--- src/rtl/lfbd_pkg.sv ---
// ----------------------------------------------------------------------------
// Deframer package
// Types and fixed constants shared by the deframer modules.
// ----------------------------------------------------------------------------
`default_nettype none

package lfbd_pkg;

  localparam int unsigned BYTE_W     = 8;
  localparam int unsigned LEN_W      = 11;
  localparam int unsigned FRAME_LEN_W = 32;
  localparam int unsigned HDR_CNT_W  = 3;
  localparam int unsigned CFG_IDX_W  = 3;
  localparam int unsigned CFG_DATA_W = 16;

  localparam logic [HDR_CNT_W-1:0] HDR_LAST     = 3'd7;
  localparam logic [HDR_CNT_W-1:0] HDR_MARK_POS = 3'd0;
  localparam logic [HDR_CNT_W-1:0] HDR_TYPE_POS = 3'd1;
  localparam logic [HDR_CNT_W-1:0] HDR_LEN_POS  = 3'd4;

  localparam logic [BYTE_W-1:0] HEAD_MARKER_RST   = 8'h55;
  localparam logic [BYTE_W-1:0] TAIL_MARKER_RST   = 8'hAA;
  localparam logic [BYTE_W-1:0] EXPECTED_TYPE_RST = 8'h01;
  localparam logic [LEN_W-1:0]  MAX_CONTENT_RST   = 11'd2046;
  localparam logic [LEN_W-1:0]  LEN_SAT           = 11'd2047;

  typedef enum logic [CFG_IDX_W-1:0] {
    REG_HEAD_MARKER   = 3'd0,
    REG_TAIL_MARKER   = 3'd1,
    REG_EXPECTED_TYPE = 3'd2,
    REG_MAX_CONTENT   = 3'd3
  } reg_idx_t;

  typedef enum logic [1:0] {
    PH_HEADER  = 2'd0,
    PH_CONTENT = 2'd1,
    PH_CHECK   = 2'd2,
    PH_TAIL    = 2'd3
  } phase_t;

  typedef enum logic [2:0] {
    ST_BUSY     = 3'd0,
    ST_OK       = 3'd1,
    ST_CHECKSUM = 3'd2,
    ST_BAD_TAIL = 3'd3,
    ST_ZERO_LEN = 3'd4,
    ST_TOO_LONG = 3'd5,
    ST_HALTED   = 3'd6
  } status_t;

  typedef struct packed {
    logic [BYTE_W-1:0] head_marker;
    logic [BYTE_W-1:0] tail_marker;
    logic [BYTE_W-1:0] expected_type;
    logic [LEN_W-1:0]  max_content;
  } cfg_t;

  typedef struct packed {
    phase_t                 phase;
    logic [HDR_CNT_W-1:0]   header_count;
    logic [FRAME_LEN_W-1:0] frame_length;
    logic [LEN_W-1:0]       content_count;
    logic [BYTE_W-1:0]      running_xor;
    logic [BYTE_W-1:0]      received_check;
    logic                   head_warn;
    logic                   type_warn;
    logic                   halted;
  } parse_state_t;

  typedef struct packed {
    logic              content_valid;
    logic [BYTE_W-1:0] content_byte;
    logic              frame_end;
    status_t           frame_status;
    logic              head_marker_bad;
    logic              type_bad;
    logic [LEN_W-1:0]  content_length;
  } result_t;

endpackage

`default_nettype wire

--- src/rtl/lfbd_if.sv ---
// ----------------------------------------------------------------------------
// Deframer channel interfaces
// Byte input, result output and register write channels.
// ----------------------------------------------------------------------------
`default_nettype none

interface lfbd_byte_if;
  logic                        valid;
  logic                        ready;
  logic [lfbd_pkg::BYTE_W-1:0] rx_byte;

  modport source (output valid, output rx_byte, input ready);
  modport sink   (input valid, input rx_byte, output ready);
endinterface

interface lfbd_result_if;
  logic                        valid;
  logic                        ready;
  logic                        content_valid;
  logic [lfbd_pkg::BYTE_W-1:0] content_byte;
  logic                        frame_end;
  logic [2:0]                  frame_status;
  logic                        head_marker_bad;
  logic                        type_bad;
  logic [lfbd_pkg::LEN_W-1:0]  content_length;

  modport source (output valid, output content_valid, output content_byte,
                  output frame_end, output frame_status, output head_marker_bad,
                  output type_bad, output content_length, input ready);
  modport sink   (input valid, input content_valid, input content_byte,
                  input frame_end, input frame_status, input head_marker_bad,
                  input type_bad, input content_length, output ready);
endinterface

interface lfbd_cfg_if;
  logic                            valid;
  logic                            ready;
  logic [lfbd_pkg::CFG_IDX_W-1:0]  index;
  logic [lfbd_pkg::CFG_DATA_W-1:0] data;

  modport source (output valid, output index, output data, input ready);
  modport sink   (input valid, input index, input data, output ready);
endinterface

`default_nettype wire

--- src/rtl/length_framed_byte_deframer_core.sv ---
// ----------------------------------------------------------------------------
// Length-framed byte deframer
// Parses header / content / checksum / tail frames from a byte stream.
// ----------------------------------------------------------------------------
// Usage:
//   rx     : one received byte per transaction (valid/ready).
//   result : exactly one result per accepted byte: content byte pass-through
//            while in the content, an end-of-frame status on the tail byte
//            or on a header that aborts, busy otherwise, halted once stopped.
//   cfg    : register writes (index, data); always ready. Write only while
//            the block is idle.
// Output: the result of a byte is registered and shown in the cycle after it is accepted.
// Throughput: one byte per cycle while results are taken; the whole parse step is one
//   combinational pass from the state registers into the result register.
// Reset: rst (synchronous) restores the config registers, the result valid
//   flag and the parser to the start of a header and clears the halted flag.
// Stall: while a result waits on result.ready the block still takes one
//   more byte only if the result register is freed in the same cycle;
//   otherwise rx.ready drops and the parser state holds.
// Halt: a zero length, a length above the limit or a bad tail marker stops
//   parsing; every later byte returns the halted status until reset.
// ----------------------------------------------------------------------------
`default_nettype none

module length_framed_byte_deframer_core #(
  parameter int unsigned BUFFER_BYTES = 2048
) (
  input  logic                clk,
  input  logic                rst,
  lfbd_byte_if.sink           rx,
  lfbd_result_if.source       result,
  lfbd_cfg_if.sink            cfg
);

  // Content plus checksum and tail must fit the receive buffer.
  localparam int unsigned BUF_LIM = BUFFER_BYTES - 2;

  lfbd_pkg::cfg_t          cfg_reg;
  lfbd_pkg::parse_state_t  state;
  lfbd_pkg::parse_state_t  state_next;
  lfbd_pkg::result_t       res_next;
  lfbd_pkg::result_t       res_reg;
  logic                    res_valid;
  logic [lfbd_pkg::LEN_W-1:0] limit;
  logic                    rx_fire;

  // Result register frees when taken, so a byte can enter every cycle while results are taken.
  assign rx.ready  = !res_valid || result.ready;
  assign rx_fire   = rx.valid && rx.ready;
  assign cfg.ready = 1'b1;

  // Effective length limit: the smaller of the register and the buffer bound.
  assign limit = (BUF_LIM < 32'(cfg_reg.max_content)) ? lfbd_pkg::LEN_W'(BUF_LIM)
                                                       : cfg_reg.max_content;

  // Register file; unknown indexes drop the write.
  always_ff @(posedge clk) begin
    if (rst) begin
      cfg_reg.head_marker   <= lfbd_pkg::HEAD_MARKER_RST;
      cfg_reg.tail_marker   <= lfbd_pkg::TAIL_MARKER_RST;
      cfg_reg.expected_type <= lfbd_pkg::EXPECTED_TYPE_RST;
      cfg_reg.max_content   <= lfbd_pkg::MAX_CONTENT_RST;
    end else if (cfg.valid) begin
      case (cfg.index)
        lfbd_pkg::REG_HEAD_MARKER:
          cfg_reg.head_marker <= cfg.data[lfbd_pkg::BYTE_W-1:0];
        lfbd_pkg::REG_TAIL_MARKER:
          cfg_reg.tail_marker <= cfg.data[lfbd_pkg::BYTE_W-1:0];
        lfbd_pkg::REG_EXPECTED_TYPE:
          cfg_reg.expected_type <= cfg.data[lfbd_pkg::BYTE_W-1:0];
        lfbd_pkg::REG_MAX_CONTENT:
          cfg_reg.max_content <= cfg.data[lfbd_pkg::LEN_W-1:0];
        default: begin
        end
      endcase
    end
  end

  lfbd_parse u_parse (
    .state      (state),
    .cfg        (cfg_reg),
    .limit      (limit),
    .rx_byte    (rx.rx_byte),
    .state_next (state_next),
    .res        (res_next)
  );

  // Parser state: advance only on an accepted byte.
  always_ff @(posedge clk) begin
    if (rst) begin
      state.phase          <= lfbd_pkg::PH_HEADER;
      state.header_count   <= '0;
      state.frame_length   <= '0;
      state.content_count  <= '0;
      state.running_xor    <= '0;
      state.received_check <= '0;
      state.head_warn      <= 1'b0;
      state.type_warn      <= 1'b0;
      state.halted         <= 1'b0;
    end else if (rx_fire) begin
      state <= state_next;
    end
  end

  // Result register: load on accept, drop once taken.
  always_ff @(posedge clk) begin
    if (rst) begin
      res_valid <= 1'b0;
    end else if (rx_fire) begin
      res_valid <= 1'b1;
    end else if (result.ready) begin
      res_valid <= 1'b0;
    end
  end

  always_ff @(posedge clk) begin
    if (rx_fire) begin
      res_reg <= res_next;
    end
  end

  assign result.valid           = res_valid;
  assign result.content_valid   = res_reg.content_valid;
  assign result.content_byte    = res_reg.content_byte;
  assign result.frame_end       = res_reg.frame_end;
  assign result.frame_status    = res_reg.frame_status;
  assign result.head_marker_bad = res_reg.head_marker_bad;
  assign result.type_bad        = res_reg.type_bad;
  assign result.content_length  = res_reg.content_length;

endmodule

`default_nettype wire

--- src/rtl/lfbd_parse.sv ---
// ----------------------------------------------------------------------------
// Deframer parse step
// Next parser state and result for one received byte.
// ----------------------------------------------------------------------------
`default_nettype none

module lfbd_parse (
  input  lfbd_pkg::parse_state_t          state,
  input  lfbd_pkg::cfg_t                  cfg,
  input  logic [lfbd_pkg::LEN_W-1:0]      limit,
  input  logic [lfbd_pkg::BYTE_W-1:0]     rx_byte,
  output lfbd_pkg::parse_state_t          state_next,
  output lfbd_pkg::result_t               res
);

  logic [lfbd_pkg::FRAME_LEN_W-1:0] len_shift;
  logic [lfbd_pkg::FRAME_LEN_W-1:0] len_new;
  logic [lfbd_pkg::LEN_W-1:0]       count_inc;
  logic                             len_zero;
  logic                             len_long;
  logic                             tail_bad;

  assign len_shift = {state.frame_length[lfbd_pkg::FRAME_LEN_W-lfbd_pkg::BYTE_W-1:0], rx_byte};
  assign len_new   = (state.header_count >= lfbd_pkg::HDR_LEN_POS) ? len_shift
                                                                   : state.frame_length;
  assign count_inc = state.content_count + 1'b1;
  assign len_zero  = (len_new == '0);
  assign len_long  = (len_new > {{(lfbd_pkg::FRAME_LEN_W-lfbd_pkg::LEN_W){1'b0}}, limit});
  assign tail_bad  = (rx_byte != cfg.tail_marker);

  // Next state
  always_comb begin
    state_next = state;
    if (!state.halted) begin
      unique case (state.phase)
        lfbd_pkg::PH_HEADER: begin
          if (state.header_count == lfbd_pkg::HDR_MARK_POS) begin
            state_next.head_warn = (rx_byte != cfg.head_marker);
          end else if (state.header_count == lfbd_pkg::HDR_TYPE_POS) begin
            state_next.type_warn = (rx_byte != cfg.expected_type);
          end
          state_next.frame_length = len_new;
          if (state.header_count == lfbd_pkg::HDR_LAST) begin
            state_next.header_count  = '0;
            state_next.running_xor   = '0;
            state_next.content_count = '0;
            if (len_zero || len_long) begin
              state_next.halted = 1'b1;
            end else begin
              state_next.phase = lfbd_pkg::PH_CONTENT;
            end
          end else begin
            state_next.header_count = state.header_count + 1'b1;
          end
        end
        lfbd_pkg::PH_CONTENT: begin
          state_next.running_xor   = state.running_xor ^ rx_byte;
          state_next.content_count = count_inc;
          if ({{(lfbd_pkg::FRAME_LEN_W-lfbd_pkg::LEN_W){1'b0}}, count_inc}
              >= state.frame_length) begin
            state_next.phase = lfbd_pkg::PH_CHECK;
          end
        end
        lfbd_pkg::PH_CHECK: begin
          state_next.received_check = rx_byte;
          state_next.phase          = lfbd_pkg::PH_TAIL;
        end
        lfbd_pkg::PH_TAIL: begin
          if (tail_bad) begin
            state_next.halted = 1'b1;
          end
          state_next.phase        = lfbd_pkg::PH_HEADER;
          state_next.header_count = '0;
        end
        default: begin
          state_next = state;
        end
      endcase
    end
  end

  // Result
  always_comb begin
    res = '0;
    res.frame_status = lfbd_pkg::ST_BUSY;
    if (state.halted) begin
      res.frame_status = lfbd_pkg::ST_HALTED;
    end else begin
      unique case (state.phase)
        lfbd_pkg::PH_HEADER: begin
          if (state.header_count == lfbd_pkg::HDR_LAST && (len_zero || len_long)) begin
            res.frame_end    = 1'b1;
            res.frame_status = len_zero ? lfbd_pkg::ST_ZERO_LEN : lfbd_pkg::ST_TOO_LONG;
          end
        end
        lfbd_pkg::PH_CONTENT: begin
          res.content_valid = 1'b1;
          res.content_byte  = rx_byte;
        end
        lfbd_pkg::PH_CHECK: begin
          res.frame_end = 1'b0;
        end
        lfbd_pkg::PH_TAIL: begin
          res.frame_end = 1'b1;
          if (tail_bad) begin
            res.frame_status = lfbd_pkg::ST_BAD_TAIL;
          end else if (state.received_check != state.running_xor) begin
            res.frame_status = lfbd_pkg::ST_CHECKSUM;
          end else begin
            res.frame_status = lfbd_pkg::ST_OK;
          end
        end
        default: begin
          res.frame_end = 1'b0;
        end
      endcase
      if (res.frame_end) begin
        res.head_marker_bad = state_next.head_warn;
        res.type_bad        = state_next.type_warn;
        res.content_length  =
          (|state_next.frame_length[lfbd_pkg::FRAME_LEN_W-1:lfbd_pkg::LEN_W])
            ? lfbd_pkg::LEN_SAT
            : state_next.frame_length[lfbd_pkg::LEN_W-1:0];
      end
    end
  end

endmodule

`default_nettype wire

--- src/flat_wrapper.sv ---
// flat-port wrapper written by rule: the top's interface ports become plain ports
module length_framed_byte_deframer_core_flat 
#(
  parameter int unsigned BUFFER_BYTES = 2048
)
  (clk, rst, rx_valid, rx_rx_byte, rx_ready, result_valid, result_content_valid, result_content_byte, result_frame_end, result_frame_status, result_head_marker_bad, result_type_bad, result_content_length, result_ready, cfg_valid, cfg_index, cfg_data, cfg_ready);
  lfbd_byte_if rx_i ();
  lfbd_result_if result_i ();
  lfbd_cfg_if cfg_i ();
  input  logic clk;
  input  logic rst;
  input wire logic [$bits(rx_i.valid)-1:0] rx_valid;
  input wire logic [$bits(rx_i.rx_byte)-1:0] rx_rx_byte;
  output wire logic [$bits(rx_i.ready)-1:0] rx_ready;
  output wire logic [$bits(result_i.valid)-1:0] result_valid;
  output wire logic [$bits(result_i.content_valid)-1:0] result_content_valid;
  output wire logic [$bits(result_i.content_byte)-1:0] result_content_byte;
  output wire logic [$bits(result_i.frame_end)-1:0] result_frame_end;
  output wire logic [$bits(result_i.frame_status)-1:0] result_frame_status;
  output wire logic [$bits(result_i.head_marker_bad)-1:0] result_head_marker_bad;
  output wire logic [$bits(result_i.type_bad)-1:0] result_type_bad;
  output wire logic [$bits(result_i.content_length)-1:0] result_content_length;
  input wire logic [$bits(result_i.ready)-1:0] result_ready;
  input wire logic [$bits(cfg_i.valid)-1:0] cfg_valid;
  input wire logic [$bits(cfg_i.index)-1:0] cfg_index;
  input wire logic [$bits(cfg_i.data)-1:0] cfg_data;
  output wire logic [$bits(cfg_i.ready)-1:0] cfg_ready;
  assign rx_i.valid = rx_valid;
  assign rx_i.rx_byte = rx_rx_byte;
  assign rx_ready = rx_i.ready;
  assign result_valid = result_i.valid;
  assign result_content_valid = result_i.content_valid;
  assign result_content_byte = result_i.content_byte;
  assign result_frame_end = result_i.frame_end;
  assign result_frame_status = result_i.frame_status;
  assign result_head_marker_bad = result_i.head_marker_bad;
  assign result_type_bad = result_i.type_bad;
  assign result_content_length = result_i.content_length;
  assign result_i.ready = result_ready;
  assign cfg_i.valid = cfg_valid;
  assign cfg_i.index = cfg_index;
  assign cfg_i.data = cfg_data;
  assign cfg_ready = cfg_i.ready;
  length_framed_byte_deframer_core #(.BUFFER_BYTES(BUFFER_BYTES)) u_core (.clk(clk), .rst(rst), .rx(rx_i), .result(result_i), .cfg(cfg_i));
endmodule
--- config.mk ---
export PLATFORM = sky130hd
export DESIGN_NAME = length_framed_byte_deframer_core_flat
export DESIGN_NICKNAME = d
export VERILOG_FILES = /design/src/rtl/lfbd_pkg.sv /design/src/rtl/lfbd_if.sv /design/src/rtl/length_framed_byte_deframer_core.sv /design/src/rtl/lfbd_parse.sv /design/src/flat_wrapper.sv
export SDC_FILE = /design/constraint.sdc
export NUM_CORES = 1
export LEC_CHECK = 0
export ABC_AREA = 0
export BUFFER_PORTS_ARGS = -buffer_cell sky130_fd_sc_hd__buf_2
export CAP_MARGIN = 30
export CORE_UTILIZATION = 60
export DETAILED_ROUTE_END_ITERATION = 6
export PLACE_DENSITY = 0.85
export SYNTH_ARGS = -nofsm -noshare
export SYNTH_HDL_FRONTEND = slang
export SYNTH_SLANG_ARGS = --single-unit
export TNS_END_PERCENT = 50
--- constraint.sdc ---
create_clock -name clk -period 3.75 [get_ports clk]
set_input_delay 0.1875 -clock clk [delete_from_list [all_inputs] [get_ports clk]]
set_output_delay 0.1875 -clock clk [all_outputs]
set_load 0.03 [all_outputs]
**Yosys cells after proc, flatten, opt, wreduce, memory -nomap -nowiden**

Index checks and enable logic that the tools add are counted.

- Flip-flop bits (word level): 129
- Output and inout bits: 29

- Multiplexer cells: 32
- $lt $le $gt $ge: 4
- $add $sub $neg: 2
- Reduce and logical (&&, ||, !) cells: 23
- Bitwise operators: 4
- Eq/ne operators: 15

Operators with widths:

| operator | number |
|---|---|
| two-way mux 32 bit | 2 |
| two-way mux 62 bit | 1 |
| one-hot mux 19 bit (2 select lines) | 1 |
| greater-or-equal comparator 11 x 32 -> 1 bit | 1 |
| greater-than comparator 32 x 11 -> 1 bit | 1 |
| zero test 32 bit | 1 |
| != test 8 bit | 4 |
| two-way mux 11 bit | 2 |
| OR reduction 21 bit | 1 |
| two-way mux 19 bit | 1 |
| one-hot mux 3 bit (2 select lines) | 2 |
| adder 11 x 1 -> 11 bit (second input constant) | 1 |
| < comparator 11 bit (first input constant) | 1 |
| two-way mux 1 bit | 10 |
| two-way mux 2 bit | 5 |
| two-way mux 9 bit | 1 |
| two-way mux 8 bit | 1 |
| one-hot mux 2 bit (4 select lines) | 1 |
| AND reduction 2 bit | 4 |
| XOR 8 bit | 1 |
| == test 3 x 1 -> 1 bit (second input constant) | 2 |
| == test 3 x 2 -> 1 bit (second input constant) | 2 |
| zero test 3 bit | 2 |
| two-way mux 3 bit | 2 |
| other kinds (18) | 30 |

**Logic depth before layout (Yosys ltp)**

- Word-level depth: 10
- Depth in mapped cells: 13
- Mapped depth without buffers: 11

**Modules after synthesis**

From an unflattened synthesis, not the netlist that was laid out.

- Cell total of the unflattened synthesis: 899
- Area total of the unflattened synthesis: 7,652.3 µm²

Modules (own cells, without submodules):

| module | cells each | area each (µm²) | sequential area each (µm²) | instances |
|---|---|---|---|---|
| length_framed_byte_deframer_core | 483 | 4,694.5 | 2,842.7 | 1 |
| lfbd_parse | 416 | 2,957.8 | 0.0 | 1 |

**Worst setup path after synthesis**

OpenSTA, ideal clock, no wires.

- Kind: register -> register
- Start point: reg u_core.state[64] (netlist name)
- End point: reg u_core.res_reg (netlist bit u_core.result.content_length[0]), data pin
- Required time: 3.473 ns
- Setup time: 0.277 ns
- Data arrival time: 2.927 ns
- Stages on the path, launching flop included: 14
- Slack: 0.546 ns
- Period minus slack after synthesis: 3.204 ns
- Cells stage by stage: dfxtp_1 buf_2 buf_1 buf_1 nand2_1 o21ai_0 ha_1 a211oi_1 nor2_1 nor4b_1 o211ai_4 a31oi_4 buf_6 nor3_2

- Cells in the longest elaborated chain, start to end: 10
- Elaborated cells between the ends (all ways): 16
- Classes of those cells: 2 x order compare; 1 x eq/ne; 7 x mux; 1 x bitwise; 5 x reduce/logical

RTL lines:

| what | RTL line | source |
|---|---|---|
| greater-or-equal comparator 3 bit | lfbd_parse.sv:24 | `assign len_new = (state.header_count >= lfbd_pkg::HDR_LEN_POS) ? len_shift` |
| two-way mux 32 bit | lfbd_parse.sv:24 |  |
| greater-than comparator 32 x 11 -> 1 bit / zero test 32 bit (equally long branches) | lfbd_parse.sv:28, lfbd_parse.sv:27 |  |
| logical OR 1 bit | lfbd_parse.sv:91 | `if (state.header_count == lfbd_pkg::HDR_LAST && (len_zero \|\| len_long)) begin` |
| logical AND 1 bit | lfbd_parse.sv:91 |  |
| two-way mux 4 bit | lfbd_parse.sv:91 |  |
| one-hot mux 1 bit (2 select lines) | lfbd_parse.sv:89 | `unique case (state.phase)` |
| two-way mux 1 bit | lfbd_parse.sv:86 | `if (state.halted) begin` |
| inverter 1 bit (no source line) | - |  |
| OR reduction 2 bit (no source line) | - |  |
| end signal, assigned | length_framed_byte_deframer_core.sv:118 | `res_reg <= res_next;` |
| end, declared | length_framed_byte_deframer_core.sv:42 | `lfbd_pkg::result_t res_reg;` |

Parallel ways exist; a longest one is shown, timed or not. The select of a mux whose other input is x is not followed.
A chain may end at the register's enable or synchronous reset.

**Final worst setup path**

- Start point: reg u_core.state[64] (netlist name)
- End point: reg u_core.res_reg (netlist bit u_core.result.content_length[7]), data pin

- Cells in the longest elaborated chain, start to end: 10
- Elaborated cells between the ends (all ways): 16
- Classes of those cells: 2 x order compare; 1 x eq/ne; 7 x mux; 1 x bitwise; 5 x reduce/logical

RTL lines:

| what | RTL line |
|---|---|
| greater-or-equal comparator 3 bit | lfbd_parse.sv:24 |
| two-way mux 32 bit | lfbd_parse.sv:24 |
| greater-than comparator 32 x 11 -> 1 bit / zero test 32 bit (equally long branches) | lfbd_parse.sv:28, lfbd_parse.sv:27 |
| logical OR 1 bit | lfbd_parse.sv:91 |
| logical AND 1 bit | lfbd_parse.sv:91 |
| two-way mux 4 bit | lfbd_parse.sv:91 |
| one-hot mux 1 bit (2 select lines) | lfbd_parse.sv:89 |
| two-way mux 1 bit | lfbd_parse.sv:86 |
| inverter 1 bit (no source line) | - |
| OR reduction 2 bit (no source line) | - |

Parallel ways exist; a longest one is shown, timed or not. The select of a mux whose other input is x is not followed.

==> results_dict.tcl <==
set metrics [dict create \
    hpwl_um 11100 \
    fin_nets 860 \
    numCtsBuffers 17 \
    critPathKind "reg -> reg" \
    hold_violations 0 \
    grt_pass1_vias 5586 \
    cts_max_level 4 \
    portBuffers 54 \
    clk_pin_slew_ns 0.06 \
    clockPowerShare_pct 46.8 \
    r2r-end "u_core.result.content_length[7]" \
    area_growth_pct 15.5 \
    worstMarginPinSlew_ns 0.854 \
    grt_pass1_wl_um 27000 \
    p_total_mw 3.16 \
    yosys-top-cells-area "dfxtp_1 (32%), edfxtp_1 (12%), nand2_1 (7.9%)" \
    max-clock-path-buffers 2 \
    design_area_sq_um 7510 \
    r2r_start "u_core.state[64]" \
    cts_tree "done" \
    layout-drive-gt1-share_pct 14.4 \
    first_pass_iters 7 \
    arrival_ns 3.65 \
    nFillCells 736 \
    wl_per_cell_um 17.9 \
    rrSetupSlack_ns 0.36 \
    cp-start-kind "flop" \
    cts_setup_buffers 0 \
    p_leak_nw 3.04 \
    route.detailed.drc 0 \
    async_reset_ff_share_pct 0 \
    hold_path.class "in -> reg" \
    synth_edf_count 26 \
    dieArea_sq_um 11300 \
    register_area_sq_um 2840 \
    largest_reg_flops 67 \
    p_int_mw 2.37 \
    coreArea_sq_um 10400 \
    synth_seq_cells 129 \
    r2r_cells 10 \
    cts-resized-gates 0 \
    setup_viol 0 \
    timing.fmax_mhz 295 \
    clock_latency_ns 0.53 \
    slew_headroom_pct 42.6 \
    rows 37 \
    power.switching_mw 0.790 \
    post-route-min-period_ns 3.39 \
    die_w_um 106 \
    vias_per_cell 6.11 \
    place_congestion 0.949 \
    comb_power_share_pct 7.1 \
    cts-root-buf "clkbuf_8" \
    syn-num-nets 811 \
    dpl_cell_area_sq_um 6820 \
    io_pins 61 \
    drtAntennaViolNets 0 \
    syn_area_sq_um 6500 \
    dp_worst_setup_slack_ns 0.553 \
    worstPathMaxFanout 19 \
    yosysTopAreaCell "dfxtp_1" \
    crit_required_ns 4.01 \
    synth.distinct_cells 58 \
    fin_tns_setup_ns 0 \
    rsz0062_at_grt "no" \
    synthFlopType "dfxtp_1" \
    grt.overflow.total 0 \
    startpoint "u_core.state[64]" \
    multi_input_area_sq_um 3350 \
    cp-end-kind "flop" \
    setup.worst_path.end "u_core.result.content_length[7]" \
    status "complete, no violations" \
    slew_viol_final 0 \
    clock-sinks 129 \
    yosysSeqAreaShare_pct 43.7 \
    fin_crit_sh_pct 90.4 \
    power.density_nw_per_um2 422 \
    yosysWarningCount 0 \
    synthCells 748 \
    track_usage_pct 31.0 \
    vdd_drop_max_v 0.000255 \
    cap_violations 0 \
    vias 5784 \
    synth_top_area_share_pct 31.7 \
    chipHeight_um 106 \
    setup_ws_ns 0.359 \
    fin_worst_skew_ns 0.0100 \
    p_seq_share_pct 46.1 \
    utilization_pct 72.1 \
    initial_core_util_pct 62.4 \
    drt_iter0_drc 484 \
    antenna_found_initial 0 \
    grt_max_degree 76 \
    diodes 0 \
    swShare_pct 25.0 \
    synth.avg_cell_area_sq_um 8.69 \
    routed_wl_um 17000 \
    hold_buffers 13 \
]
-- worst max-delay path: stages, from the launching register on --
cell and delay (ns):
dfxtp_1 0.63, buf_4 0.35, mux2i_1 0.36, ha_1 0.20, nand2b_1 0.12, a211oi_1 0.08, nor4b_1 0.42, buf_4 0.21
o211ai_4 0.11, a31oi_4 0.52, nor3_1 0.12
-- logic make-up (layout without fill, tap and decap cells) --
kind of cell             count (synthesis)  after routing  synth area share, %
flip-flops                             129            129                 43.7
buffers and inverters                   78            140                 4.70
adder cells (fa/ha/maj)                 31             31                 5.97
AND/OR/NAND/NOR                        302            302                 22.2
multiplexers                            21             21                 3.23
XOR/XNOR                                49             49                 6.60
other                                    1              1               0.0577
AO/OA/AOI/OAI                          137            137                 13.5
-- synthesized netlist by cell type (2+ instances only) --
master / instances
nand2_1: 137
dfxtp_1: 103
a21oi_1: 59
nor2_1: 50
clkbuf_1: 38
inv_1: 32
ha_1: 31
xor2_1: 29
edfxtp_1: 26
nand3_1: 26
o21ai_0: 24
mux2i_1: 21
xnor2_1: 20
nor4_1: 16
o22ai_1: 12
nor3_1: 11
o211ai_1: 10
and3_1: 9
nand4_1: 9
nor3_2: 9
nand2b_1: 8
nor3b_1: 7
buf_1: 5
a211oi_1: 4
a21o_1: 4
a22oi_1: 4
or2_2: 4
a31oi_1: 3
or3_1: 3
a2111o_1: 2
and2_1: 2
nand4b_1: 2
nor2b_1: 2
o21a_1: 2
-- cell type report --
type,instances,area share (%)
well taps,136,2.27
clock buffers,21,6.00
inverters,32,1.60
clock inverters,11,1.08
repair buffers,76,6.50
flip-flops and latches,129,37.9
multi-input cells,541,44.7
-- layer usage --
metal	GRT usage [%]	vias up	wire (um)
li1	-	2692	-
met1	36.8	2688	6610
met2	52.2	335	8320
met3	6.50	69	1340
met4	17.3	0	690
met5	0	-	0
-- per-stage QoR --
stage               instances  hold slack (ns)
global placement          900            0.413
CTS                       945           0.0452
global route              946           0.0549
detailed placement        900            0.416
floorplan                 748            0.311
finish                    946           0.0577
-- power groups by stage --
| stage | combinational [mW] | sequential (mW) | clock [mW] |
|---|---|---|---|
| final | 0.226 | 1.46 | 1.48 |
| after global routing | 0.241 | 1.46 | 1.54 |
| after CTS | 0.216 | 1.46 | 1.48 |
| after detailed placement | 0.204 | 1.49 | 0 |
| after global placement | 0.197 | 1.49 | 0 |
| after floorplan | 0.114 | 1.51 | 0 |
-- how the worst min path moves through the flow --
stage | endpoint | slack, ns | depth (start not counted) | start
2_1_floorplan | u_core.cfg_reg[11] | 0.31 | 2 | cfg_data[0]
3_3_place_gp | u_core.cfg_reg[8] | 0.41 | 3 | cfg_data[8]
3_5_place_dp | u_core.cfg_reg[8] | 0.42 | 3 | cfg_data[8]
4_1_cts | u_core.state[3] | 0.05 | 3 | rx_rx_byte[0]
5_1_grt | u_core.state[4] | 0.05 | 3 | rx_rx_byte[1]
6_report | u_core.state[4] | 0.06 | 3 | rx_rx_byte[1]
-- cell usage in the layout (no fill, tap or decap), drive strengths merged, types with 5 or more instances in the layout --
cell type / Yosys / final
nand2b: 8 / 8
o211ai: 11 / 11
nand4: 9 / 9
nor3: 20 / 20
o22ai: 12 / 12
nand2: 137 / 137
o21ai: 24 / 24
nand3: 26 / 26
dlygate4sd3: 0 / 13
edfxtp: 26 / 26
dfxtp: 103 / 103
a211oi: 5 / 5
clkbuf: 38 / 21
a21oi: 59 / 59
and3: 9 / 9
nor4: 16 / 16
ha: 31 / 31
nor2: 51 / 51
inv: 32 / 35
nor3b: 7 / 7
buf: 8 / 63
a21o: 5 / 5
mux2i: 21 / 21
xor2: 29 / 29
xnor2: 20 / 20
clkinv: 0 / 7
No activity file was read; power rests on OpenSTA's default activity.
